==> config.mk <==
export PLATFORM = sky130hd
export DESIGN_NAME = lob_front
export DESIGN_NICKNAME = d
export VERILOG_FILES = /design/src/rtl/lob_pkg.sv /design/src/rtl/lob_front.sv
export SDC_FILE = /design/constraint.sdc
export NUM_CORES = 1
export LEC_CHECK = 0
export BUFFER_PORTS_ARGS = -buffer_cell sky130_fd_sc_hd__buf_2
export CAP_MARGIN = 20
export CELL_PAD_IN_SITES_DETAIL_PLACEMENT = 0
export CELL_PAD_IN_SITES_GLOBAL_PLACEMENT = 1
export CORE_UTILIZATION = 47
export DETAILED_ROUTE_END_ITERATION = 8
export PLACE_DENSITY_LB_ADDON = 0.1
export SETUP_SLACK_MARGIN = 0.2
export SLEW_MARGIN = 10
export SYNTH_ARGS = -nofsm -noshare
export SYNTH_HDL_FRONTEND = slang
export SYNTH_SLANG_ARGS = --single-unit
==> constraint.sdc <==
create_clock -name i_clk -period 5.54 [get_ports i_clk]
set_input_delay 0 -clock i_clk [delete_from_list [all_inputs] [get_ports i_clk]]
set_output_delay 0 -clock i_clk [all_outputs]
set_load 0.005 [all_outputs]
==> src/rtl/lob_pkg.sv <==
// Shared types, widths and codes for the limit order book matcher.
// Used by every module of the block; depends on nothing else.
package lob_pkg;

    localparam int BOOK_DEPTH = 256;
    localparam int PRICE_W    = 32;
    localparam int ID_W       = 32;
    localparam int QTY_W      = 32;
    localparam int IDX_W      = $clog2(BOOK_DEPTH);
    localparam int CNT_W      = IDX_W + 1;
    localparam int ADDR_W     = IDX_W + 1;
    localparam int SPREAD_W   = PRICE_W + 1;
    localparam int TRADE_W    = 10;
    localparam int CMD_W      = 2;
    localparam int STATUS_W   = 2;

    localparam logic [TRADE_W-1:0] TRADE_MAX = {TRADE_W{1'b1}};

    localparam int IN_BITS    = ID_W + 1 + PRICE_W + QTY_W;
    localparam int IN_DATA_W  = ((IN_BITS + 7) / 8) * 8;
    localparam int OUT_BITS   = 2 * PRICE_W + SPREAD_W + TRADE_W;
    localparam int OUT_DATA_W = ((OUT_BITS + 7) / 8) * 8;

    typedef enum logic [CMD_W-1:0] {
        CMD_ADD    = 2'd0,
        CMD_CANCEL = 2'd1,
        CMD_MATCH  = 2'd2,
        CMD_NOP    = 2'd3
    } t_cmd_code;

    typedef enum logic [STATUS_W-1:0] {
        ST_OK        = 2'd0,
        ST_NOT_FOUND = 2'd1,
        ST_FULL      = 2'd2,
        ST_ZERO_QTY  = 2'd3
    } t_status;

    typedef struct packed {
        logic [PRICE_W-1:0] price;
        logic [ID_W-1:0]    id;
        logic [QTY_W-1:0]   qty;
    } t_entry;

    // One classified command as it waits in the queue.
    typedef struct packed {
        t_cmd_code          kind;
        logic               qty_zero;
        logic               sell;
        t_entry             ord;
    } t_cmd;

    typedef struct packed {
        t_status               status;
        logic [PRICE_W-1:0]    best_bid;
        logic [PRICE_W-1:0]    best_ask;
        logic [SPREAD_W-1:0]   spread;
        logic [TRADE_W-1:0]    trade_count;
    } t_result;

endpackage

==> src/rtl/lob_front.sv <==
// Front end: accepts command items, classifies them and holds them in a
// two-entry queue for the book engine. Depends on lob_pkg.
module lob_front (
    input  logic                         i_clk,
    input  logic                         i_rst_n,
    input  logic                         i_valid,
    output logic                         o_ready,
    input  logic [lob_pkg::IN_DATA_W-1:0] i_data,
    input  logic [lob_pkg::CMD_W-1:0]    i_user,
    output logic                         o_q_valid,
    output lob_pkg::t_cmd                o_q_item,
    input  logic                         i_pop
);

    lob_pkg::t_cmd r_q [0:1];
    logic          r_wp;
    logic          r_rp;
    logic [1:0]    r_cnt;
    lob_pkg::t_cmd cls;
    logic          push;

    always_comb begin
        cls.ord.id    = i_data[lob_pkg::ID_W-1:0];
        cls.sell      = i_data[lob_pkg::ID_W];
        cls.ord.price = i_data[lob_pkg::ID_W+1 +: lob_pkg::PRICE_W];
        cls.ord.qty   = i_data[lob_pkg::ID_W+1+lob_pkg::PRICE_W +: lob_pkg::QTY_W];
        cls.qty_zero  = (cls.ord.qty == '0);
        unique case (i_user)
            lob_pkg::CMD_ADD:    cls.kind = lob_pkg::CMD_ADD;
            lob_pkg::CMD_CANCEL: cls.kind = lob_pkg::CMD_CANCEL;
            lob_pkg::CMD_MATCH:  cls.kind = lob_pkg::CMD_MATCH;
            default:             cls.kind = lob_pkg::CMD_NOP;
        endcase
    end

    assign o_ready   = (r_cnt != 2'd2);
    assign push      = i_valid && o_ready;
    assign o_q_valid = (r_cnt != 2'd0);
    assign o_q_item  = r_q[r_rp];

    always_ff @(posedge i_clk) begin
        if (!i_rst_n) begin
            r_wp  <= 1'b0;
            r_rp  <= 1'b0;
            r_cnt <= 2'd0;
        end else begin
            if (push) begin
                r_wp <= ~r_wp;
            end
            if (i_pop) begin
                r_rp <= ~r_rp;
            end
            r_cnt <= r_cnt + {1'b0, push} - {1'b0, i_pop};
        end
        if (push) begin
            r_q[r_wp] <= cls;
        end
    end

endmodule

Word level (Yosys, flattened, before mapping)
Memory sizes are Yosys's and may differ from the RTL's. A register that Yosys moved wholly into a read port is not among the register bits.
Index checks and enable logic that the tools add are counted.
- memories kept: 1
- logic and storage cells: 20
- register bits after elaboration: 4
- bits in read-only memories: 0
- input bits: 110
- bits in latches: 0
- bits in writable memories: 200
- memories (name ; depth ; bits a word ; read ports ; clocked after Yosys merged registers in ; wr ports ; line ; RTL):
    r_q ; 2 ; 100 ; 1 ; 1 ; 1 ; lob_front.sv:15 ; lob_pkg::t_cmd r_q [0:1];
- bitwise gates (word level): 2
- shift-type cells: 0
- multiply operators: 0
- reduce and logical (&&, ||, !) cells: 4
- $add $sub $neg: 2
- eq/ne operators: 3
- mux-type cells: 5
- div/mod/pow operators: 0
- order comparisons: 0
- operators with widths (operator ; number):
    32-bit zero test ; 1
    2-bit one-hot mux with 3 select lines ; 1
    1-bit 2-to-1 mux ; 4
    2-bit by 1-bit adder with 2-bit output ; 1
    2-bit by 1-bit equality test with 1-bit output, second input constant ; 1
    2-bit equality test, second input constant ; 1
    2-bit zero test ; 1
    2-bit != test, second input constant ; 1
    1-bit NOT ; 2
    2-bit nonzero test ; 1
    2-bit by 1-bit subtractor with 2-bit output ; 1
    1-bit logical AND ; 1

Depth between registers and ports, before layout
Gate-level depths: netlist of run 1.
- word-level depth: 4
- depth in mapped cells: 7
- gate-level depth less buffers: 7

Least setup slack after synthesis of run 1
OpenSTA, ideal clock, no wires.
- kind: register to register
- start point: register r_cnt[0]
- end point: memory r_q[1][0] (netlist bit), enable pin
- period minus slack after synthesis: 3.413 ns
- cell stages (with the launch flop): 3
- arrival: 2.942 ns
- library setup time: 0.471 ns
- data required time: 5.069 ns
- slack: 2.127 ns
- cells stage by stage: dfxtp_1 -> nand2b_1 -> and3_1
- cells in the longest elaborated chain, start to end: 4
- ends and longest elaborated chain (element ; line ; RTL):
    start: declaration ; lob_front.sv:18 ; logic [1:0] r_cnt;
    start signal: assignment ; lob_front.sv:53 ; r_cnt <= r_cnt + {1'b0, push} - {1'b0, i_pop};
    2-bit != test ; lob_front.sv:36 ; assign o_ready = (r_cnt != 2'd2);
    via o_ready ; lob_front.sv:7 ; output logic o_ready,
    1-bit logical AND ; lob_front.sv:37 ; assign push = i_valid && o_ready;
    1-bit 2-to-1 mux ; lob_front.sv:55 ; if (push) begin
    1-bit 2-to-1 mux (not written as such) ; lob_front.sv:56 ; r_q[r_wp] <= cls;
    end: declaration ; lob_front.sv:15 ;
The timed path passes the listed nets, and every way through them passes these cells.

==> results of run 1 <==
[layer usage]
metal | vias to the layer above | routed length, um | GRT usage
met4 | 0 | 170 | 0.0457
met5 | - | 0 | 0
met1 | 2126 | 5980 | 0.203
met3 | 15 | 983 | 0.0429
li1 | 2052 | - | -
met2 | 135 | 7870 | 0.332
[placed cells by master, fill, tap and decap left out, drive strengths merged, types with 2 or more instances in the layout]
master	instances
bufinv	2
a21boi	2
and2	3
clkinv	8
nand3b	2
nor4	8
nand4	2
clkbuf	30
inv	2
mux2	100
edfxtp	200
dlygate4sd3	102
nand2	2
buf	207
dfxtp	5
[worst paths after layout]
check	endpoint	cells past startpoint	startpoint	slack, ns
worst min register to register	r_wp	2	r_wp	0.59
worst max-delay path	o_q_item[23]	3	flip-flop	2.97
worst max register to register	r_q[1][92]	3	r_cnt[0]	3.13
worst min-delay path	r_q[1][43]	2	i_data[11]	0.23
[kinds of logic after synthesis]
| family | Yosys count | share of synthesized area |
|---|---|---|
| buffers and inverters | 15 | 0.0178 |
| xor gates and xnor gates | 2 | 0.00231 |
| muxes | 101 | 0.150 |
| adders and majority gates | 1 | 0.00165 |
| and+or+nand+nor | 23 | 0.0185 |
| DFF | 205 | 0.804 |
| AOI/OAI and AO/OA | 5 | 0.00593 |
[sequential cells by signal, indices dropped and copies added, names as in the netlist, named ones only]
register	count
r_cnt	2
r_wp	1
r_rp	1
r_q	200
[cell type report]
cell class	instances	area share
Clock buffer	30	0.0572
Multi-Input combinational cell	132	0.129
Sequential cell	205	0.581
Timing Repair Buffer	309	0.196
Inverter	2	0.000952
Tap cell	216	0.0257
Clock inverter	10	0.00999
[per-stage QoR]
| step | area [um2] | setup slack, ns | hold WS, ns | total power [uW] | utilization |
|---|---|---|---|---|---|
| after floorplan | 7590 | 2.13 | 0.0989 | 2150 | - |
| after global placement | 8790 | 3.12 | 0.187 | 2320 | 0.555 |
| after detailed placement | 8790 | 3.08 | 0.191 | 2340 | 0.555 |
| after CTS | 10500 | 2.92 | 0.214 | 3810 | 0.665 |
| after global routing | 10500 | 2.80 | 0.215 | 3920 | 0.665 |
| final | 10500 | 2.97 | 0.234 | 3770 | 0.665 |
[power breakdown]
| part | total (uW) | switching, uW | internal, uW |
|---|---|---|---|
| Clock | 1410 | 556 | 855 |
| Sequential | 1900 | 42.8 | 1860 |
| Combinational | 456 | 212 | 244 |
| Total | 3770 | 811 | 2960 |
[worst register-to-register path: stages, from the launching register on]
cell,delay [ns]
dfxtp_1,0.37
nand2b_1,0.24
and3_4,0.69
buf_4,0.72
[timing repair]
| item | CTS | global route |
|---|---|---|
| hold buffers | 102 | 0 |
| hold endpoints to repair | 205 | 0 |
| setup buffers | 0 | 0 |
==> flow_metrics.env, run 1 <==
export IMPL_die_h_um=129
export IMPL_viasPerCell=4.79
export IMPL_routed_wl_um=15000
export IMPL_yosys_warnings=0
export IMPL_ant_nets=0
export IMPL_peakVddDrop_mv=0.251
export IMPL_dp_cells=762
export IMPL_min_path_type="primary input to flip-flop"
export IMPL_cts_resized=0
export IMPL_drt_pass1_iter_count=4
export IMPL_clock_path_buffers=3
export IMPL_async_flop_share=0
export IMPL_yosys_top_cells_count="edfxtp_1, mux2_2, buf_6, nor4_1, dfxtp_1"
export IMPL_synth_area_leaders="edfxtp_1, mux2_2, buf_6, dfxtp_1, nor4_1"
export IMPL_drcViolationCount=0
export IMPL_htreeDepth=1
export IMPL_grt_usage=0.178
export IMPL_synth_edff_count=200
export IMPL_cp_required_ns=5.54
export IMPL_setup_tns_ns=0
export IMPL_power_density_nw_per_um2=358
export IMPL_rsz0062_at_grt="false"
export IMPL_initial_core_util=0.480
export IMPL_arrival_ns=2.57
export IMPL_dpl_hpwl_um=8860
export IMPL_final_layout_size_suffix_gt1_frac=0.496
export IMPL_worst_clock_skew_ns=0.00932
export IMPL_cp_max_fo=54
export IMPL_die_x_um=129
export IMPL_path_class="flip-flop to output pin"
export IMPL_syn_avg_cell_area_um2=21.6
export IMPL_grt_antenna_before_repair=0
export IMPL_rows=46
export IMPL_synth_area_um2=7590
export IMPL_max_freq_mhz=388
export IMPL_outcome="finished clean"
export IMPL_cp_end_kind="output pin"
export IMPL_grt_pass1_wl_um=22400
export IMPL_synth_most_common_cell="edfxtp_1"
export IMPL_synth_seq_cells=205
export IMPL_synth_distinct_cells=27
export IMPL_min_period_ns=2.57
export IMPL_crit_buf_inv=2
export IMPL_ff_latch_area_um2=6110
export IMPL_startpoint_type="flip-flop"
export IMPL_grt_max_degree=58
export IMPL_core_area_um2=15800
export IMPL_finalCritPeriodShare=0.465
export IMPL_dieArea_um2=16700
export IMPL_place_congestion=0.697
export IMPL_wl_per_cell_um=16.6
export IMPL_grt_pass1_vias=4442
export IMPL_cp_top_family="buffers and inverters"
export IMPL_root_buffer="clkbuf_16"
export IMPL_yosysTopAreaCell="edfxtp_1"
export IMPL_hold_violations=0
export IMPL_crit_path_max_incr_delay_ns=0.76
export IMPL_synthToLayoutAreaGrowth_pct=38.5
export IMPL_num_vias=4328
export IMPL_gr_total_overflow=0
export IMPL_slew_headroom=0.493
export IMPL_synth_flop_cell="edfxtp_1"
export IMPL_leakagePower_uw=0.00395
export IMPL_cts_tree="built"
export IMPL_cp_slowest_cell="dfxtp_4"
export IMPL_cap_viol_max_count=0
export IMPL_ios=212
export IMPL_clkSinkCount=205
export IMPL_path_clk_slew_ns=0.06
export IMPL_insertion_delay_ns=0.49
export IMPL_final_cells=904
export IMPL_setup_viol=0
export IMPL_nets=783
export IMPL_synthCells=352
export IMPL_drt_initial_drc_count=209
export IMPL_slew_viol_final=0
export IMPL_yosysTopAreaCellShare=0.791
export IMPL_multiInputGateArea_um2=1360
export IMPL_fill_cells=1123
export IMPL_port_buffer_count=204
export IMPL_numCtsBuffers=22
export IMPL_worst_pin_slew_ns=0.761
export IMPL_n_antenna_cell=0
export IMPL_ys_seq_area_frac=0.804
export IMPL_synth_fp_nets=463
export IMPL_path_cells="buf_4 > mux2_2 > buf_2"
No activity file was read; power rests on OpenSTA's default activity.
==> inputs of run 2 (changes only) <==
--- a/config.mk
+++ b/config.mk
@@ -9,7 +9,7 @@
 export CAP_MARGIN = 20
 export CELL_PAD_IN_SITES_DETAIL_PLACEMENT = 0
 export CELL_PAD_IN_SITES_GLOBAL_PLACEMENT = 1
-export CORE_UTILIZATION = 47
+export CORE_UTILIZATION = 44
 export DETAILED_ROUTE_END_ITERATION = 8
 export PLACE_DENSITY_LB_ADDON = 0.1
 export SETUP_SLACK_MARGIN = 0.2
==> constraint.sdc (replaced) <==
create_clock -name i_clk -period 2.4 [get_ports i_clk]
set_input_delay 0 -clock i_clk [delete_from_list [all_inputs] [get_ports i_clk]]
set_output_delay 0 -clock i_clk [all_outputs]
set_load 0.005 [all_outputs]
==> run 2 against run 1 <==
  * First-iteration DRC count down 27%
  * Largest cell class unchanged
  * Clock skew down 0.0042 ns
  * Highest routed layer unchanged
  * Critical path depth unchanged
==> flow_metrics.env, run 2 (synthesis results as in run 1) <==
export IMPL_outcome="finished clean"
export IMPL_leakagePower_uw=0.00396
export IMPL_crit_cells=3
export IMPL_drcViolationCount=0
export IMPL_ios=212
export IMPL_slew_viol_final=0
export IMPL_largest_reg_flops=200
export IMPL_dpl_hpwl_um=9230
export IMPL_htreeDepth=1
export IMPL_grt_usage=0.171
export IMPL_worst_pin_slew_ns=0.521
export IMPL_netSwitchingFraction=0.220
export IMPL_wl_per_cell_um=16.6
export IMPL_cp_top_family="buffers and inverters"
export IMPL_arrival_ns=1.85
export IMPL_routed_wl_um=15100
export IMPL_viasPerCell=4.80
export IMPL_final_common_cell="buf_2"
export IMPL_grt_pass1_wl_um=23600
export IMPL_cp_slowest_cell="dfxtp_4"
export IMPL_insertion_delay_ns=0.48
export IMPL_grt_max_degree=64
export IMPL_max_freq_mhz=541
export IMPL_core_area_um2=16700
export IMPL_die_h_um=133
export IMPL_grt_antenna_before_repair=0
export IMPL_hold_violations=0
export IMPL_ant_nets=0
export IMPL_num_vias=4373
export IMPL_setup_viol=0
export IMPL_path_clk_slew_ns=0.06
export IMPL_power_density_nw_per_um2=797
export IMPL_whs_path_depth=2
export IMPL_dieArea_um2=17800
export IMPL_rows=47
export IMPL_cp_end_kind="output pin"
export IMPL_synthToLayoutAreaGrowth_pct=38.7
export IMPL_nets=788
export IMPL_path_class="flip-flop to output pin"
export IMPL_crit_buf_inv=2
export IMPL_p_comb_frac=0.134
export IMPL_p_switching_uw=1850
export IMPL_clkSinkCount=205
export IMPL_dp_cells=771
export IMPL_final_layout_size_suffix_gt1_frac=0.508
export IMPL_peakVddDrop_mv=0.529
export IMPL_n_antenna_cell=0
export IMPL_cap_viol_max_count=0
export IMPL_startpoint_type="flip-flop"
export IMPL_min_path_type="primary input to flip-flop"
export IMPL_port_buffer_count=204
export IMPL_reg_top3="r_q (200), r_cnt (2)"
export IMPL_rsz0062_at_grt="false"
export IMPL_gr_total_overflow=0
export IMPL_final_cell_mix="buf_2, edfxtp_1, dlygate4sd3_1"
export IMPL_worst_clock_skew_ns=0.00511
export IMPL_drt_pass1_iter_count=4
export IMPL_cts_setup_buffers=0
export IMPL_place_congestion=0.688
export IMPL_final_cells=911
export IMPL_finalCritPeriodShare=0.770
export IMPL_initial_core_util=0.455
export IMPL_cts_tree="built"
export IMPL_fill_cells=1266
export IMPL_numCtsBuffers=21
export IMPL_slew_headroom=0.653
export IMPL_path_cells="buf_4 > mux2_2 > buf_2"
export IMPL_die_x_um=133
export IMPL_root_buffer="clkbuf_16"
export IMPL_clock_path_buffers=3
export IMPL_crit_path_max_incr_delay_ns=0.45
export IMPL_cp_required_ns=2.40
export IMPL_rr_worst_depth=4
export IMPL_seqPwrFrac=0.520
export IMPL_cts_resized=0
export IMPL_cp_max_fo=27
export IMPL_internal_power_uw=6540
export IMPL_top_register="r_q"
export IMPL_drt_initial_drc_count=153
export IMPL_min_period_ns=1.85
export IMPL_p_clk_frac=0.347
export IMPL_grt_pass1_vias=4656
export IMPL_fin_util=0.630
[run 2: repair_timing]
action                                 CTS  global route
endpoints found under the hold margin  205             0
setup endpoints to repair                0             0
hold buffers                           103             0
[run 2: final timing paths]
check                  start           end  slack [ns]
setup / recovery   flip-flop  o_q_item[25]        0.55
hold reg to reg         r_wp          r_wp        0.59
setup reg to reg    r_cnt[0]    r_q[0][40]        0.80
hold / removal    i_data[56]    r_q[1][87]        0.24
[run 2: power groups by stage]
stage / Combinational [uW] / Sequential [uW] / Clock, uW
after global placement: 983 / 4420 / 0
after detailed placement: 995 / 4440 / 0
after floorplan: 544 / 4420 / 0
after CTS: 1140 / 4360 / 3000
after global routing: 1220 / 4390 / 3140
final: 1120 / 4360 / 2910
[run 2: through the flow]
| stage | cell area, um2 | power [uW] | TNS (ns) | hold WS, ns | setup slack [ns] |
|---|---|---|---|---|---|
| detailed placement | 8880 | 5430 | 0 | 0.191 | 0.804 |
| finish | 10500 | 8400 | 0 | 0.243 | 0.552 |
| floorplan | 7610 | 4970 | -8.04 | 0.0989 | -0.0804 |
| global route | 10500 | 8750 | 0 | 0.227 | 0.464 |
| global placement | 8880 | 5400 | 0 | 0.189 | 0.829 |
| CTS | 10500 | 8500 | 0 | 0.221 | 0.518 |
[run 2: cell type report]
class | instances | area [um2] | area share
clock buffers | 26 | 564 | 0.0536
clock inverters | 11 | 52.6 | 0.00499
inverters | 2 | 11.3 | 0.00107
multi-input cells | 132 | 1360 | 0.130
flip-flops and latches | 205 | 6110 | 0.581
well taps | 220 | 275 | 0.0261
repair buffers | 315 | 2150 | 0.204
[run 2: worst reg2reg max path: stages (launching register included)]
cell,delay (ns)
dfxtp_2,0.36
nand2b_4,0.15
nand3b_1,0.13
clkinvlp_4,0.12
buf_4,0.44
[run 2: layer usage]
layer,global-route usage,up-vias,part of all wire
met4,0.0549,0,0.021
met5,0,-,0
met2,0.297,144,0.50
met3,0.0479,24,0.076
li1,-,2054,-
met1,0.204,2151,0.40
==> inputs of run 3 (changes only) <==
--- a/config.mk
+++ b/config.mk
@@ -9,7 +9,7 @@
 export CAP_MARGIN = 20
 export CELL_PAD_IN_SITES_DETAIL_PLACEMENT = 0
 export CELL_PAD_IN_SITES_GLOBAL_PLACEMENT = 1
-export CORE_UTILIZATION = 44
+export CORE_UTILIZATION = 39
 export DETAILED_ROUTE_END_ITERATION = 8
 export PLACE_DENSITY_LB_ADDON = 0.1
 export SETUP_SLACK_MARGIN = 0.2
==> constraint.sdc (replaced) <==
create_clock -name i_clk -period 1.7 [get_ports i_clk]
set_input_delay 0 -clock i_clk [delete_from_list [all_inputs] [get_ports i_clk]]
set_output_delay 0 -clock i_clk [all_outputs]
set_load 0.005 [all_outputs]
==> run 3 against run 2 <==
  * Worst setup slack got worse by 0.50 ns
  * Power grew 52%
  * Flip-flop and latch count stayed put
  * Via count is 0.21% higher
  * First-iteration DRC count up 10%
  * Critical path depth unchanged
  * Highest routed layer unchanged
==> flow_metrics.env, run 3 (synthesis results as in run 1) <==
export IMPL_outcome="finished clean"
export IMPL_path_cells="buf_12 > mux2_2 > buf_2"
export IMPL_grt_pass1_wl_um=23500
export IMPL_cp_slowest_cell="dfxtp_4"
export IMPL_slew_headroom=0.780
export IMPL_n_antenna_cell=0
export IMPL_nets=790
export IMPL_place_ws_ns=0.187
export IMPL_grt_usage=0.152
export IMPL_cp_required_ns=1.70
export IMPL_startpoint_type="flip-flop"
export IMPL_leakagePower_uw=0.00420
export IMPL_largest_reg_flops=200
export IMPL_drt_initial_drc_count=169
export IMPL_rows=50
export IMPL_grt_pass1_vias=4699
export IMPL_cp_max_fo=35
export IMPL_gr_total_overflow=0
export IMPL_drt_pass1_iter_count=4
export IMPL_place_congestion=0.739
export IMPL_fill_cells=1523
export IMPL_path_clk_slew_ns=0.06
export IMPL_finalPower_uw=12800
export IMPL_final_layout_size_suffix_gt1_frac=0.519
export IMPL_die_x_um=142
export IMPL_final_common_cell="edfxtp_1"
export IMPL_max_freq_mhz=606
export IMPL_grt_max_degree=53
export IMPL_clkSinkCount=205
export IMPL_reg_top3="r_q (200), r_cnt (2)"
export IMPL_wl_per_cell_um=16.3
export IMPL_cp_end_kind="output pin"
export IMPL_final_cell_mix="edfxtp_1, buf_2, dlygate4sd3_1"
export IMPL_numCtsBuffers=22
export IMPL_core_area_um2=18900
export IMPL_ios=212
export IMPL_setup_viol=0
export IMPL_die_h_um=142
export IMPL_initial_core_util=0.402
export IMPL_synthToLayoutAreaGrowth_pct=45.8
export IMPL_ant_nets=0
export IMPL_crit_buf_inv=2
export IMPL_slew_viol_final=0
export IMPL_hold_violations=0
export IMPL_fin_ws_ns=0.0492
export IMPL_worst_pin_slew_ns=0.326
export IMPL_htreeDepth=1
export IMPL_rsz0062_at_grt="true"
export IMPL_path_class="flip-flop to output pin"
export IMPL_peakVddDrop_mv=0.833
export IMPL_min_period_ns=1.65
export IMPL_top_register="r_q"
export IMPL_worst_clock_skew_ns=0.00534
export IMPL_crit_path_max_incr_delay_ns=0.41
export IMPL_cts_tree="built"
export IMPL_hold_ws_ns=0.228
export IMPL_cap_viol_max_count=0
export IMPL_port_buffer_count=204
export IMPL_viasPerCell=4.59
export IMPL_dpl_hpwl_um=9510
export IMPL_min_path_type="primary input to flip-flop"
export IMPL_dieArea_um2=20000
export IMPL_dpl_instance_area_um2=8970
export IMPL_cp_top_family="flip-flops"
export IMPL_drcViolationCount=0
export IMPL_power_density_nw_per_um2=1150
export IMPL_root_buffer="clkbuf_16"
export IMPL_clock_path_buffers=3
export IMPL_finalInstanceArea_um2=11100
export IMPL_num_vias=4382
export IMPL_insertion_delay_ns=0.49
export IMPL_grt_antenna_before_repair=0
export IMPL_arrival_ns=1.65
export IMPL_routed_wl_um=15600
export IMPL_finalCritPeriodShare=0.971
run 3: changes by cell type in the layout (fill, tap and decap cells not counted), moves of 3 or more:
cell,before,now
buf_2,204,176
buf_6,0,28
mux2_2,100,72
mux2_4,0,28
buf_12,3,7
buf_4,5,2
clkinv_2,6,3
run 3: final timing paths:
kind / slack (ns) / cells after the start / start / end
worst max-delay path: 0.05 / 3 / flip-flop / o_q_item[66]
worst min-delay path: 0.23 / 2 / i_data[5] / r_q[0][37]
worst max register to register: 0.28 / 7 / r_cnt[0] / r_cnt[1]
worst min register to register: 0.60 / 2 / r_wp / r_wp
run 3: layout make-up:
| type | instances | area (um2) | area share |
|---|---|---|---|
| Sequential cell | 205 | 6110 | 0.553 |
| Timing Repair Buffer | 316 | 2380 | 0.215 |
| Multi-Input combinational cell | 132 | 1480 | 0.134 |
| Clock buffer | 29 | 638 | 0.0577 |
| Tap cell | 260 | 325 | 0.0294 |
| Clock inverter | 11 | 114 | 0.0103 |
| Inverter | 2 | 11.3 | 0.00102 |
run 3: per-stage QoR:
| stage | util | TNS (ns) | std cells |
|---|---|---|---|
| CTS | 0.570 | 0 | 955 |
| floorplan | - | -127.41 | 352 |
| finish | 0.586 | 0 | 955 |
| detailed placement | 0.475 | 0 | 810 |
| global route | 0.586 | -0.236 | 955 |
| global placement | 0.475 | 0 | 810 |
run 3: timing repair:
| action | CTS | global route |
|---|---|---|
| setup endpoints to repair | 101 | 101 |
| hold buffers | 103 | 0 |
| setup buffers | 2 | 0 |
| gates resized for setup | 1 | 61 |
| hold endpoints to repair | 203 | 0 |
| pin swaps | 2 | 2 |
run 3: routing by layer:
| layer | track usage | wire [um] | share of wire | vias to the layer above |
|---|---|---|---|---|
| li1 | - | - | - | 2061 |
| met1 | 0.176 | 6310 | 0.40 | 2144 |
| met2 | 0.270 | 7700 | 0.49 | 151 |
| met3 | 0.0439 | 1240 | 0.080 | 26 |
| met4 | 0.0487 | 331 | 0.021 | 0 |
| met5 | 0 | 0 | 0 | - |
run 3: where the power goes:
| part | internal (uW) | switching, uW | leakage, uW |
|---|---|---|---|
| Combinational | 1030 | 797 | 0.00193 |
| Sequential | 6050 | 104 | 0.00191 |
| Clock | 2950 | 1840 | 0.000362 |
| Total | 10000 | 2740 | 0.00420 |
